[src/rtl/core/pjas_pkg.sv]
// Package for the print job aging scheduler: shared types, constants and
// the control and status structs between controller and datapath. No dependencies.
`timescale 1ns / 1ps
`default_nettype none
package pjas_pkg;
	localparam int QUEUE_DEPTH_DEF = 16;
	localparam logic [7:0] TPP_RESET = 8'd10;
	localparam logic [7:0] PENALTY_RESET = 8'd3;
	localparam logic [15:0] SLACK_RESET = 16'd15;

	localparam logic [1:0] REG_TPP = 2'd0;
	localparam logic [1:0] REG_PENALTY = 2'd1;
	localparam logic [1:0] REG_SLACK = 2'd2;

	localparam logic CMD_SUBMIT = 1'b0;
	localparam logic CMD_TICK = 1'b1;

	typedef struct packed {
		logic [15:0] id;
		logic [7:0] pages;
		logic [3:0] computer;
		logic signed [31:0] prio;
	} entry_t;

	typedef enum logic [1:0] {
		RES_ACCEPT,
		RES_FULL,
		RES_PRINT,
		RES_TICK
	} res_kind_t;

	typedef enum logic [3:0] {
		ST_IDLE,
		ST_MUL,
		ST_WALK_RD,
		ST_WALK_CMP,
		ST_INSERT,
		ST_DIV,
		ST_POP,
		ST_EMIT
	} state_t;

	typedef struct packed {
		logic load;
		logic mul2;
		logic rd_walk;
		logic shift;
		logic insert;
		logic dec;
		logic div_step;
		logic rd_head;
		logic pop;
		logic emit;
		res_kind_t kind;
	} dp_cmd_t;

	typedef struct packed {
		logic full;
		logic tl_nz;
		logic idx_zero;
		logic stop;
		logic div_last;
	} dp_status_t;

	// Saturate a 35-bit signed value to signed 32 bits.
	function automatic logic signed [31:0] sat32(input logic signed [34:0] v);
		if (v > 35'sd2147483647) begin
			return 32'sh7fffffff;
		end else if (v < -35'sd2147483648) begin
			return 32'sh80000000;
		end
		return v[31:0];
	endfunction
endpackage
`default_nettype wire

[src/rtl/core/pjas_ifs.sv]
// Channel interfaces of the print job aging scheduler: job request input,
// result output and configuration write. Depends on nothing.
`timescale 1ns / 1ps
`default_nettype none
interface pjas_in_if;
	logic valid;
	logic ready;
	logic command;
	logic [3:0] job_computer;
	logic [7:0] job_pages;
	modport source(output valid, command, job_computer, job_pages, input ready);
	modport sink(input valid, command, job_computer, job_pages, output ready);
endinterface

interface pjas_out_if;
	logic valid;
	logic ready;
	logic accepted;
	logic [15:0] assigned_id;
	logic queue_full;
	logic done_valid;
	logic [15:0] done_id;
	logic started_valid;
	logic [15:0] started_id;
	logic [3:0] started_computer;
	logic printing;
	logic [7:0] page_number;
	logic [7:0] current_pages;
	logic [4:0] queue_count;
	modport source(output valid, accepted, assigned_id, queue_full, done_valid, done_id,
		started_valid, started_id, started_computer, printing, page_number,
		current_pages, queue_count, input ready);
	modport sink(input valid, accepted, assigned_id, queue_full, done_valid, done_id,
		started_valid, started_id, started_computer, printing, page_number,
		current_pages, queue_count, output ready);
endinterface

interface pjas_cfg_if;
	logic valid;
	logic ready;
	logic [1:0] index;
	logic [15:0] data;
	modport source(output valid, index, data, input ready);
	modport sink(input valid, index, data, output ready);
endinterface
`default_nettype wire

[src/rtl/core/pjas_ctrl.sv]
// Controller state machine of the print job aging scheduler.
// Uses pjas_pkg; drives the datapath by command struct and reads its status.
`timescale 1ns / 1ps
`default_nettype none
module pjas_ctrl
	import pjas_pkg::*;
(
	input wire logic clk,
	input wire logic arst_n,
	input wire logic in_valid,
	input wire logic in_command,
	output logic in_ready,
	output logic out_valid,
	input wire logic out_ready,
	input wire dp_status_t status,
	output dp_cmd_t cmd
);
	state_t state_q, state_d;
	res_kind_t kind_q, kind_d;
	logic out_valid_q;

	always_ff @(posedge clk or negedge arst_n) begin
		if (!arst_n) begin
			state_q <= ST_IDLE;
			kind_q <= RES_ACCEPT;
			out_valid_q <= 1'b0;
		end else begin
			state_q <= state_d;
			kind_q <= kind_d;
			if (cmd.emit) begin
				out_valid_q <= 1'b1;
			end else if (out_ready) begin
				out_valid_q <= 1'b0;
			end
		end
	end

	assign out_valid = out_valid_q;

	always_comb begin
		state_d = state_q;
		kind_d = kind_q;
		cmd = '0;
		cmd.kind = kind_q;
		in_ready = 1'b0;
		unique case (state_q)
			ST_IDLE: begin
				in_ready = 1'b1;
				if (in_valid) begin
					cmd.load = 1'b1;
					if (in_command == CMD_SUBMIT) begin
						if (status.full) begin
							kind_d = RES_FULL;
							state_d = ST_EMIT;
						end else begin
							state_d = ST_MUL;
						end
					end else if (status.tl_nz) begin
						cmd.dec = 1'b1;
						state_d = ST_DIV;
					end else begin
						cmd.rd_head = 1'b1;
						state_d = ST_POP;
					end
				end
			end
			ST_MUL: begin
				cmd.mul2 = 1'b1;
				state_d = ST_WALK_RD;
			end
			ST_WALK_RD: begin
				if (status.idx_zero) begin
					state_d = ST_INSERT;
				end else begin
					cmd.rd_walk = 1'b1;
					state_d = ST_WALK_CMP;
				end
			end
			ST_WALK_CMP: begin
				if (status.stop) begin
					state_d = ST_INSERT;
				end else begin
					cmd.shift = 1'b1;
					state_d = ST_WALK_RD;
				end
			end
			ST_INSERT: begin
				cmd.insert = 1'b1;
				kind_d = RES_ACCEPT;
				state_d = ST_EMIT;
			end
			ST_DIV: begin
				cmd.div_step = 1'b1;
				if (status.div_last) begin
					kind_d = RES_PRINT;
					state_d = ST_EMIT;
				end
			end
			ST_POP: begin
				cmd.pop = 1'b1;
				kind_d = RES_TICK;
				state_d = ST_EMIT;
			end
			ST_EMIT: begin
				if (!out_valid_q || out_ready) begin
					cmd.emit = 1'b1;
					state_d = ST_IDLE;
				end
			end
			default: begin
				state_d = ST_IDLE;
			end
		endcase
	end
endmodule
`default_nettype wire

[src/rtl/core/pjas_dp.sv]
// Datapath of the print job aging scheduler: configuration registers, queue
// memory, insertion walk, printer state, page divider and result register. Uses pjas_pkg.
`timescale 1ns / 1ps
`default_nettype none
module pjas_dp
	import pjas_pkg::*;
#(
	parameter int QUEUE_DEPTH = QUEUE_DEPTH_DEF
) (
	input wire logic clk,
	input wire logic arst_n,
	input wire logic cfg_valid,
	input wire logic [1:0] cfg_index,
	input wire logic [15:0] cfg_data,
	input wire logic [3:0] in_computer,
	input wire logic [7:0] in_pages,
	input wire dp_cmd_t cmd,
	output dp_status_t status,
	output logic res_accepted,
	output logic [15:0] res_assigned_id,
	output logic res_queue_full,
	output logic res_done_valid,
	output logic [15:0] res_done_id,
	output logic res_started_valid,
	output logic [15:0] res_started_id,
	output logic [3:0] res_started_computer,
	output logic res_printing,
	output logic [7:0] res_page_number,
	output logic [7:0] res_current_pages,
	output logic [4:0] res_queue_count
);
	localparam int AW = (QUEUE_DEPTH > 1) ? $clog2(QUEUE_DEPTH) : 1;
	localparam int CW = $clog2(QUEUE_DEPTH + 1);
	localparam int SW = 8 + CW;

	logic [7:0] tpp_q, penalty_q;
	logic [15:0] slack_q;

	entry_t mem [QUEUE_DEPTH];
	entry_t rd_q;
	logic [AW-1:0] head_q;
	logic [CW-1:0] cnt_q, idx_q;

	logic [3:0] comp_q;
	logic [7:0] pages_q;
	logic [15:0] prod1_q;
	logic signed [31:0] np_q;
	logic [SW-1:0] slip_q;
	logic [15:0] last_id_q, next_id;

	logic [15:0] cur_id_q, tl_q, done_id_q;
	logic [7:0] cur_pages_q;
	logic [3:0] cur_comp_q;
	logic done_v_q, start_v_q;

	logic [7:0] rem_q, divisor;
	logic [15:0] dvd_q, quo_q;
	logic [3:0] dcnt_q;
	logic [8:0] dtrial;
	logic dge;

	logic signed [33:0] thr;
	logic signed [34:0] aged_wide, np_slip;
	logic [AW-1:0] rd_addr, wr_addr;
	logic [7:0] page_val;

	// Map a logical queue position onto a physical slot of the ring.
	function automatic logic [AW-1:0] phys(input logic [AW-1:0] head,
			input logic [CW-1:0] off);
		logic [CW:0] s;
		s = {{(CW + 1 - AW){1'b0}}, head} + {1'b0, off};
		if (s >= (CW + 1)'(QUEUE_DEPTH)) begin
			s = s - (CW + 1)'(QUEUE_DEPTH);
		end
		return s[AW-1:0];
	endfunction

	always_ff @(posedge clk or negedge arst_n) begin
		if (!arst_n) begin
			tpp_q <= TPP_RESET;
			penalty_q <= PENALTY_RESET;
			slack_q <= SLACK_RESET;
		end else if (cfg_valid) begin
			unique case (cfg_index)
				REG_TPP: tpp_q <= cfg_data[7:0];
				REG_PENALTY: penalty_q <= cfg_data[7:0];
				REG_SLACK: slack_q <= cfg_data;
				default: ;
			endcase
		end
	end

	assign next_id = (last_id_q == 16'hffff) ? 16'd1 : last_id_q + 16'd1;
	assign thr = 34'(np_q) + $signed({18'b0, slack_q});
	assign aged_wide = ($signed({np_q[31], np_q, 1'b0}) <<< 0)
		- 35'(rd_q.prio);
	assign np_slip = 35'(np_q) + $signed({{(35 - SW){1'b0}}, slip_q});
	assign rd_addr = cmd.rd_head ? head_q : phys(head_q, idx_q - CW'(1));
	assign wr_addr = phys(head_q, idx_q);

	assign divisor = (tpp_q == 8'd0) ? 8'd1 : tpp_q;
	assign dtrial = {rem_q, dvd_q[15]};
	assign dge = dtrial >= {1'b0, divisor};
	assign page_val = (quo_q >= 16'd255) ? 8'd255 : quo_q[7:0] + 8'd1;

	assign status.full = cnt_q == CW'(QUEUE_DEPTH);
	assign status.tl_nz = tl_q != 16'd0;
	assign status.idx_zero = idx_q == '0;
	assign status.stop = 34'(rd_q.prio) <= thr;
	assign status.div_last = dcnt_q == 4'd15;

	// Queue memory: one read and one write port, read data registered.
	always_ff @(posedge clk) begin
		if (cmd.rd_walk || cmd.rd_head) begin
			rd_q <= mem[rd_addr];
		end
		if (cmd.shift) begin
			mem[wr_addr] <= '{id: rd_q.id, pages: rd_q.pages, computer: rd_q.computer,
				prio: sat32(aged_wide)};
		end else if (cmd.insert) begin
			mem[wr_addr] <= '{id: next_id, pages: pages_q, computer: comp_q, prio: np_q};
		end
	end

	always_ff @(posedge clk) begin
		if (cmd.load) begin
			comp_q <= in_computer;
			pages_q <= in_pages;
			prod1_q <= 16'(in_pages * penalty_q);
		end
		if (cmd.mul2) begin
			np_q <= $signed({8'b0, 24'(prod1_q * tpp_q)});
			slip_q <= SW'(penalty_q);
			idx_q <= cnt_q;
		end else if (cmd.shift) begin
			np_q <= sat32(np_slip);
			slip_q <= slip_q + SW'(penalty_q);
			idx_q <= idx_q - CW'(1);
		end
		if (cmd.dec) begin
			rem_q <= 8'd0;
			dvd_q <= tl_q - 16'd1;
			dcnt_q <= 4'd0;
		end else if (cmd.div_step) begin
			rem_q <= dge ? 8'(dtrial - {1'b0, divisor}) : dtrial[7:0];
			dvd_q <= {dvd_q[14:0], 1'b0};
			quo_q <= {quo_q[14:0], dge};
			dcnt_q <= dcnt_q + 4'd1;
		end
		if (cmd.pop) begin
			done_id_q <= cur_id_q;
		end
	end

	always_ff @(posedge clk or negedge arst_n) begin
		if (!arst_n) begin
			head_q <= '0;
			cnt_q <= '0;
			last_id_q <= 16'd0;
			cur_id_q <= 16'd0;
			cur_pages_q <= 8'd0;
			cur_comp_q <= 4'd0;
			tl_q <= 16'd0;
			done_v_q <= 1'b0;
			start_v_q <= 1'b0;
		end else begin
			if (cmd.insert) begin
				cnt_q <= cnt_q + CW'(1);
				last_id_q <= next_id;
			end
			if (cmd.dec) begin
				tl_q <= tl_q - 16'd1;
			end
			if (cmd.pop) begin
				done_v_q <= cur_id_q != 16'd0;
				start_v_q <= cnt_q != '0;
				if (cnt_q != '0) begin
					cur_id_q <= rd_q.id;
					cur_pages_q <= rd_q.pages;
					cur_comp_q <= rd_q.computer;
					tl_q <= 16'(rd_q.pages * tpp_q);
					cnt_q <= cnt_q - CW'(1);
					head_q <= phys(head_q, CW'(1));
				end else begin
					cur_id_q <= 16'd0;
				end
			end
		end
	end

	// Result register, loaded when the controller hands a result over.
	always_ff @(posedge clk or negedge arst_n) begin
		if (!arst_n) begin
			res_accepted <= 1'b0;
			res_assigned_id <= 16'd0;
			res_queue_full <= 1'b0;
			res_done_valid <= 1'b0;
			res_done_id <= 16'd0;
			res_started_valid <= 1'b0;
			res_started_id <= 16'd0;
			res_started_computer <= 4'd0;
			res_printing <= 1'b0;
			res_page_number <= 8'd0;
			res_current_pages <= 8'd0;
			res_queue_count <= 5'd0;
		end else if (cmd.emit) begin
			res_accepted <= cmd.kind == RES_ACCEPT;
			res_assigned_id <= (cmd.kind == RES_ACCEPT) ? last_id_q : 16'd0;
			res_queue_full <= cmd.kind == RES_FULL;
			res_done_valid <= (cmd.kind == RES_TICK) && done_v_q;
			res_done_id <= ((cmd.kind == RES_TICK) && done_v_q) ? done_id_q : 16'd0;
			res_started_valid <= (cmd.kind == RES_TICK) && start_v_q;
			res_started_id <= ((cmd.kind == RES_TICK) && start_v_q) ? cur_id_q : 16'd0;
			res_started_computer <= ((cmd.kind == RES_TICK) && start_v_q) ? cur_comp_q : 4'd0;
			res_printing <= cmd.kind == RES_PRINT;
			res_page_number <= (cmd.kind == RES_PRINT) ? page_val : 8'd0;
			res_current_pages <= (cmd.kind == RES_PRINT) ? cur_pages_q : 8'd0;
			res_queue_count <= 5'(cnt_q);
		end
	end
endmodule
`default_nettype wire

[src/rtl/core/print_job_aging_scheduler_unit.sv]
// Print job aging scheduler, top level: a controller state machine and a
// datapath. Depends on pjas_pkg, pjas_ifs, pjas_ctrl and pjas_dp.
`timescale 1ns / 1ps
`default_nettype none
// Each request gives exactly one result. A submit runs the multiply step, then the insertion
// walk over queued entries from the tail until it reaches the head or stops at an entry that
// is not above, then the insert and emit steps; each passed entry costs one memory read and
// one aged write-back on the queue memory's read and write ports. A tick that counts a job
// down runs the bit-serial page divider (one quotient bit a cycle) before its result; a tick
// that finishes or starts a job passes a pop step, and a rejected submit goes straight to its
// result. Configuration writes are always taken and must arrive only while the block is idle.
// The queue memory needs no clearing after reset.
module print_job_aging_scheduler_unit
	import pjas_pkg::*;
#(
	parameter int QUEUE_DEPTH = QUEUE_DEPTH_DEF
) (
	input wire logic clk,
	input wire logic arst_n,
	pjas_in_if.sink in_ch,
	pjas_out_if.source out_ch,
	pjas_cfg_if.sink cfg
);
	dp_cmd_t cmd;
	dp_status_t status;

	assign cfg.ready = 1'b1;

	pjas_ctrl u_ctrl (
		.clk(clk),
		.arst_n(arst_n),
		.in_valid(in_ch.valid),
		.in_command(in_ch.command),
		.in_ready(in_ch.ready),
		.out_valid(out_ch.valid),
		.out_ready(out_ch.ready),
		.status(status),
		.cmd(cmd)
	);

	pjas_dp #(
		.QUEUE_DEPTH(QUEUE_DEPTH)
	) u_dp (
		.clk(clk),
		.arst_n(arst_n),
		.cfg_valid(cfg.valid),
		.cfg_index(cfg.index),
		.cfg_data(cfg.data),
		.in_computer(in_ch.job_computer),
		.in_pages(in_ch.job_pages),
		.cmd(cmd),
		.status(status),
		.res_accepted(out_ch.accepted),
		.res_assigned_id(out_ch.assigned_id),
		.res_queue_full(out_ch.queue_full),
		.res_done_valid(out_ch.done_valid),
		.res_done_id(out_ch.done_id),
		.res_started_valid(out_ch.started_valid),
		.res_started_id(out_ch.started_id),
		.res_started_computer(out_ch.started_computer),
		.res_printing(out_ch.printing),
		.res_page_number(out_ch.page_number),
		.res_current_pages(out_ch.current_pages),
		.res_queue_count(out_ch.queue_count)
	);
endmodule
`default_nettype wire

[src/flat_wrapper.sv]
// flat-port wrapper written by rule: the top's interface ports become plain ports
module print_job_aging_scheduler_unit_flat import pjas_pkg::*;
#(
	parameter int QUEUE_DEPTH = QUEUE_DEPTH_DEF
)
  (clk, arst_n, in_ch_valid, in_ch_command, in_ch_job_computer, in_ch_job_pages, in_ch_ready, out_ch_valid, out_ch_accepted, out_ch_assigned_id, out_ch_queue_full, out_ch_done_valid, out_ch_done_id, out_ch_started_valid, out_ch_started_id, out_ch_started_computer, out_ch_printing, out_ch_page_number, out_ch_current_pages, out_ch_queue_count, out_ch_ready, cfg_valid, cfg_index, cfg_data, cfg_ready);
  pjas_in_if in_ch_i ();
  pjas_out_if out_ch_i ();
  pjas_cfg_if cfg_i ();
  input wire logic clk;
  input wire logic arst_n;
  input wire logic [$bits(in_ch_i.valid)-1:0] in_ch_valid;
  input wire logic [$bits(in_ch_i.command)-1:0] in_ch_command;
  input wire logic [$bits(in_ch_i.job_computer)-1:0] in_ch_job_computer;
  input wire logic [$bits(in_ch_i.job_pages)-1:0] in_ch_job_pages;
  output wire logic [$bits(in_ch_i.ready)-1:0] in_ch_ready;
  output wire logic [$bits(out_ch_i.valid)-1:0] out_ch_valid;
  output wire logic [$bits(out_ch_i.accepted)-1:0] out_ch_accepted;
  output wire logic [$bits(out_ch_i.assigned_id)-1:0] out_ch_assigned_id;
  output wire logic [$bits(out_ch_i.queue_full)-1:0] out_ch_queue_full;
  output wire logic [$bits(out_ch_i.done_valid)-1:0] out_ch_done_valid;
  output wire logic [$bits(out_ch_i.done_id)-1:0] out_ch_done_id;
  output wire logic [$bits(out_ch_i.started_valid)-1:0] out_ch_started_valid;
  output wire logic [$bits(out_ch_i.started_id)-1:0] out_ch_started_id;
  output wire logic [$bits(out_ch_i.started_computer)-1:0] out_ch_started_computer;
  output wire logic [$bits(out_ch_i.printing)-1:0] out_ch_printing;
  output wire logic [$bits(out_ch_i.page_number)-1:0] out_ch_page_number;
  output wire logic [$bits(out_ch_i.current_pages)-1:0] out_ch_current_pages;
  output wire logic [$bits(out_ch_i.queue_count)-1:0] out_ch_queue_count;
  input wire logic [$bits(out_ch_i.ready)-1:0] out_ch_ready;
  input wire logic [$bits(cfg_i.valid)-1:0] cfg_valid;
  input wire logic [$bits(cfg_i.index)-1:0] cfg_index;
  input wire logic [$bits(cfg_i.data)-1:0] cfg_data;
  output wire logic [$bits(cfg_i.ready)-1:0] cfg_ready;
  assign in_ch_i.valid = in_ch_valid;
  assign in_ch_i.command = in_ch_command;
  assign in_ch_i.job_computer = in_ch_job_computer;
  assign in_ch_i.job_pages = in_ch_job_pages;
  assign in_ch_ready = in_ch_i.ready;
  assign out_ch_valid = out_ch_i.valid;
  assign out_ch_accepted = out_ch_i.accepted;
  assign out_ch_assigned_id = out_ch_i.assigned_id;
  assign out_ch_queue_full = out_ch_i.queue_full;
  assign out_ch_done_valid = out_ch_i.done_valid;
  assign out_ch_done_id = out_ch_i.done_id;
  assign out_ch_started_valid = out_ch_i.started_valid;
  assign out_ch_started_id = out_ch_i.started_id;
  assign out_ch_started_computer = out_ch_i.started_computer;
  assign out_ch_printing = out_ch_i.printing;
  assign out_ch_page_number = out_ch_i.page_number;
  assign out_ch_current_pages = out_ch_i.current_pages;
  assign out_ch_queue_count = out_ch_i.queue_count;
  assign out_ch_i.ready = out_ch_ready;
  assign cfg_i.valid = cfg_valid;
  assign cfg_i.index = cfg_index;
  assign cfg_i.data = cfg_data;
  assign cfg_ready = cfg_i.ready;
  print_job_aging_scheduler_unit #(.QUEUE_DEPTH(QUEUE_DEPTH)) u_core (.clk(clk), .arst_n(arst_n), .in_ch(in_ch_i), .out_ch(out_ch_i), .cfg(cfg_i));
endmodule
[config.mk]
export PLATFORM = sky130hd
export DESIGN_NAME = print_job_aging_scheduler_unit_flat
export DESIGN_NICKNAME = d
export VERILOG_FILES = /design/src/rtl/core/pjas_pkg.sv /design/src/rtl/core/pjas_ifs.sv /design/src/rtl/core/pjas_ctrl.sv /design/src/rtl/core/pjas_dp.sv /design/src/rtl/core/print_job_aging_scheduler_unit.sv /design/src/flat_wrapper.sv
export SDC_FILE = /design/constraint.sdc
export NUM_CORES = 2
export LEC_CHECK = 0
export BUFFER_PORTS_ARGS = -buffer_cell sky130_fd_sc_hd__buf_2
export CAP_MARGIN = 20
export CELL_PAD_IN_SITES_DETAIL_PLACEMENT = 1
export CELL_PAD_IN_SITES_GLOBAL_PLACEMENT = 2
export CORE_MARGIN = 10
export CORE_UTILIZATION = 25
export CTS_BUF_LIST = sky130_fd_sc_hd__clkbuf_16
export DETAILED_ROUTE_END_ITERATION = 10
export GPL_TIMING_DRIVEN = 0
export PLACE_DENSITY_LB_ADDON = 0.1
export SLEW_MARGIN = 10
export SYNTH_ARGS = -nofsm -noshare
export SYNTH_HDL_FRONTEND = slang
export SYNTH_SLANG_ARGS = --single-unit
[constraint.sdc]
create_clock -name clk -period 10.65 [get_ports clk]
set_clock_uncertainty 0.15 [all_clocks]
set_input_delay 0 -clock clk [delete_from_list [all_inputs] [get_ports clk]]
set_output_delay 0 -clock clk [all_outputs]
set_load 0.1 [all_outputs]
==> flow_summary.ini <==
[outcome]
status = completed

[finish]
top_register = u_core.u_dp.mem
n_fill_cell = 28600
fin_nets = 6482
postLayoutCoreUtil_pct = 30.0
drive_gt1_share_pct = 10.0
register_area_sq_um = 39200
syn2layout_area_growth_pct = 19.3
layoutNonFillerInstCount = 9703
reg_top3 = u_core.u_dp.mem (960), u_core.u_dp.rd_q (60), u_core.u_dp.np_q (32)
multi_input_area_sq_um = 24700
largest_reg_flops = 960

[grt]
grt_pass1_vias = 48400
antenna_found_initial = 21
grt_use_total_pct = 16.7
grt_pass1_wl_um = 352000
grt_start_max_net_pins = 86
grt_overflow_total = 0

[timing]
tns_ns = 0
rsz0062_at_grt = false
max_clock_freq_ghz = 0.110
final_max_slew_viol_count = 0
setup_viol = 0
timing.final.crit_share_pct = 85.7
hold_viol = 0
layout_min_cycle_time_ns = 9.13
worstMarginPinSlew_ns = 1.16
slew_headroom_pct = 22.9

[cts]
root_buffer = clkbuf_16
cts_tree = done
post-cts-setup-buffer-count = 0
h-tree-depth = 4
numCtsBuffers = 171
clockBufferDepth = 3
clk_pin_slew_ns = 0.06
clkSinkCount = 1345
clk_latency_ns = 0.83
cts-resized-gates = 0

[floorplanning]
die-area_sq_um = 285000
initial_core_util_pct = 25.1
num_rows = 188
die_x_um = 534
die_y_um = 534
ios = 117
core_sq_um = 263000

[synthesis]
synth_area_sq_um = 66000
avgSynthCellArea_sq_um = 11.8
yosys.area.top_type = edfxtp_1
netlist_instances = 5595
synth_seq_cells = 1345
async_flop_share_pct = 13.9
ys.flop_type = edfxtp_1
synth_top_cells_by_count = 1209 x nand2_1, 1133 x edfxtp_1, 291 x nand3_1, 280 x inv_1, 240 x ha_1
synthTopCellsByArea = edfxtp_1 52%, nand2_1 6.9%, dfrtp_1 6.8%, fa_1 4.9%, ha_1 4.5%
synth.most_common_cell = nand2_1
synth-edff-count = 1133
syn_nets = 6034
post-synth-top-area-fraction_pct = 51.5
ys_warn_count = 0
yosys.cell_types.count = 90
ys_seq_area_share_pct = 59.4

[critical_path]
crit_fanout = 17
cp.arrival_ns = 9.49
r2r-start = u_core.u_dp.np_q[1]$_DFFE_PP_
cp_data_required_time_ns = 11.01
critical-path-max-stage-delay_ns = 0.77
reg2reg_slack_ns = 1.52
slowest_stage = a21oi_1
critical_path.top_delay_family = compound AO/OA/AOI/OAI gates
timing.critical_path.from = u_core.u_dp.np_q[1]$_DFFE_PP_
path_class = register to register
path_buf_inv = 3
worstPathCellList = ha_1 -> a21o_1 -> a21oi_1 -> o21ai_0 -> o311ai_0 -> a31oi_1 -> a31oi_1 -> o21bai_1 -> a21oi_1 -> nor2_1 -> xnor2_1 -> ha_1 -> nand4_1 -> nor4_1 -> and2_1 -> a22oi_1 -> nand2_1 -> mux2_2 -> and2_1 -> nand3b_1 -> nor2_4 -> buf_12 -> buf_16 -> buf_12
crit_path_start_kind = register
end_kind = register

[placement]
numPlacedInstances = 9305
io_buffers = 115
place_hpwl_um = 178000
place_congestion = 0.762

[worst_hold_path]
hold_path_class = input pin to async pin

[detailed_routing]
finalWirelength_um = 243000
vias_per_cell = 4.68
wire_per_inst_um = 25.1
initialDrtViolationCount = 2549
ant_nets = 0
drc = 0
first_pass_iters = 8
vias = 45400

[job]
drv_cap = 0
## cells by family (layout without fill, tap and decap cells)
kind of cell    Yosys count  after routing  synth area share [%]
compound gates          915            915                  9.47
other cells               1             11               0.00568
flops                  1345           1345                  59.4
fa+ha+maj               403            403                  9.49
simple gates           2040           2040                  13.7
buf+inv                 586           1169                  3.53
xor+xnor                191            191                  2.54
mux                     114            114                  1.85
## cell usage in the layout, fill, tap and decap left out, drive strengths merged, types with 25 or more instances in the layout
master / netlist / routed
nand2: 1209 / 1209
edfxtp: 1133 / 1133
clkbuf: 216 / 390
inv: 280 / 330
nand3: 292 / 292
buf: 90 / 286
ha: 240 / 240
a21oi: 195 / 195
dfrtp: 179 / 179
fa: 163 / 163
o21ai: 157 / 157
nor2: 149 / 149
a31oi: 147 / 147
and2: 134 / 134
xnor2: 119 / 119
and3: 94 / 94
a22o: 86 / 86
dlygate4sd3: 0 / 79
clkinv: 0 / 76
xor2: 72 / 72
mux2i: 70 / 70
a311oi: 62 / 62
a32oi: 60 / 60
a21o: 53 / 53
mux2: 44 / 44
a221o: 31 / 31
nand4: 29 / 29
nor3: 27 / 27
nand2b: 25 / 25
dfxtp: 25 / 25
## final cells by class
cell class	instances	area share (%)
Antenna cell	10	0.0318
Inverter	280	1.33
Timing Repair Buffer	275	3.67
Tap cell	3515	5.58
Buffer	306	1.63
Multi-Input combinational cell	3664	31.4
Clock inverter	134	1.08
Clock buffer	174	5.53
Sequential cell	1345	49.8
## metal layers
| metal | up-vias | part of all wire, % | track usage, % |
|---|---|---|---|
| li1 | 21000 | - | - |
| met1 | 23400 | 47 | 23.2 |
| met2 | 685 | 47 | 27.5 |
| met3 | 278 | 3.4 | 2.35 |
| met4 | 2 | 2.4 | 4.02 |
| met5 | - | 0.0053 | 0 |
## through the flow
stage,instance area [sq um],hold slack [ns],setup slack [ns]
after floorplan,66000,-0.446,2.69
final,78800,0.0884,1.52
after detailed placement,72700,-0.238,1.26
after global routing,78800,0.0694,0.886
after global placement,71000,0.0316,-3.25
after CTS,78800,0.00726,1.20
## worst reg2reg max path: stages, from the launching register on
cell,delay (ns)
edfxtp_1,0.50
ha_1,0.33
a21o_1,0.18
a21oi_1,0.21
o21ai_0,0.30
o311ai_0,0.76
a31oi_1,0.27
a31oi_1,0.36
o21bai_1,0.17
a21oi_1,0.77
nor2_1,0.21
xnor2_1,0.19
ha_1,0.30
nand4_1,0.16
nor4_1,0.60
and2_1,0.34
a22oi_1,0.10
nand2_1,0.28
mux2_2,0.57
and2_1,0.27
nand3b_1,0.42
nor2_4,0.68
buf_12,0.28
buf_16,0.19
buf_12,0.20
## path summary, 6_finish.rpt
check | endpoint | depth (start not counted)
max in group asynchronous | u_core.u_dp.last_id_q[1]$_DFFE_PN0P_ | 5
hold / removal | u_core.u_dp.res_page_number[2]$_DFFE_PN0P_ | 4
setup reg to reg | u_core.u_dp.mem[6][15]$_DFFE_PP_ | 24
setup / recovery | u_core.u_dp.mem[6][15]$_DFFE_PP_ | 24
min in group clk | u_core.u_dp.tpp_q[7]$_DFFE_PN0P_ | 5
hold reg to reg | u_core.u_dp.res_done_id[2]$_DFFE_PN0P_ | 1
## timing repair
action | CTS | global route
endpoints found under the hold margin | 300 | 0
hold buffers | 80 | 0
endpoints found under the setup margin | 0 | 0
Power is not shown: default switching activity piles up to over one toggle a cycle in this logic, so the estimate is an artifact.
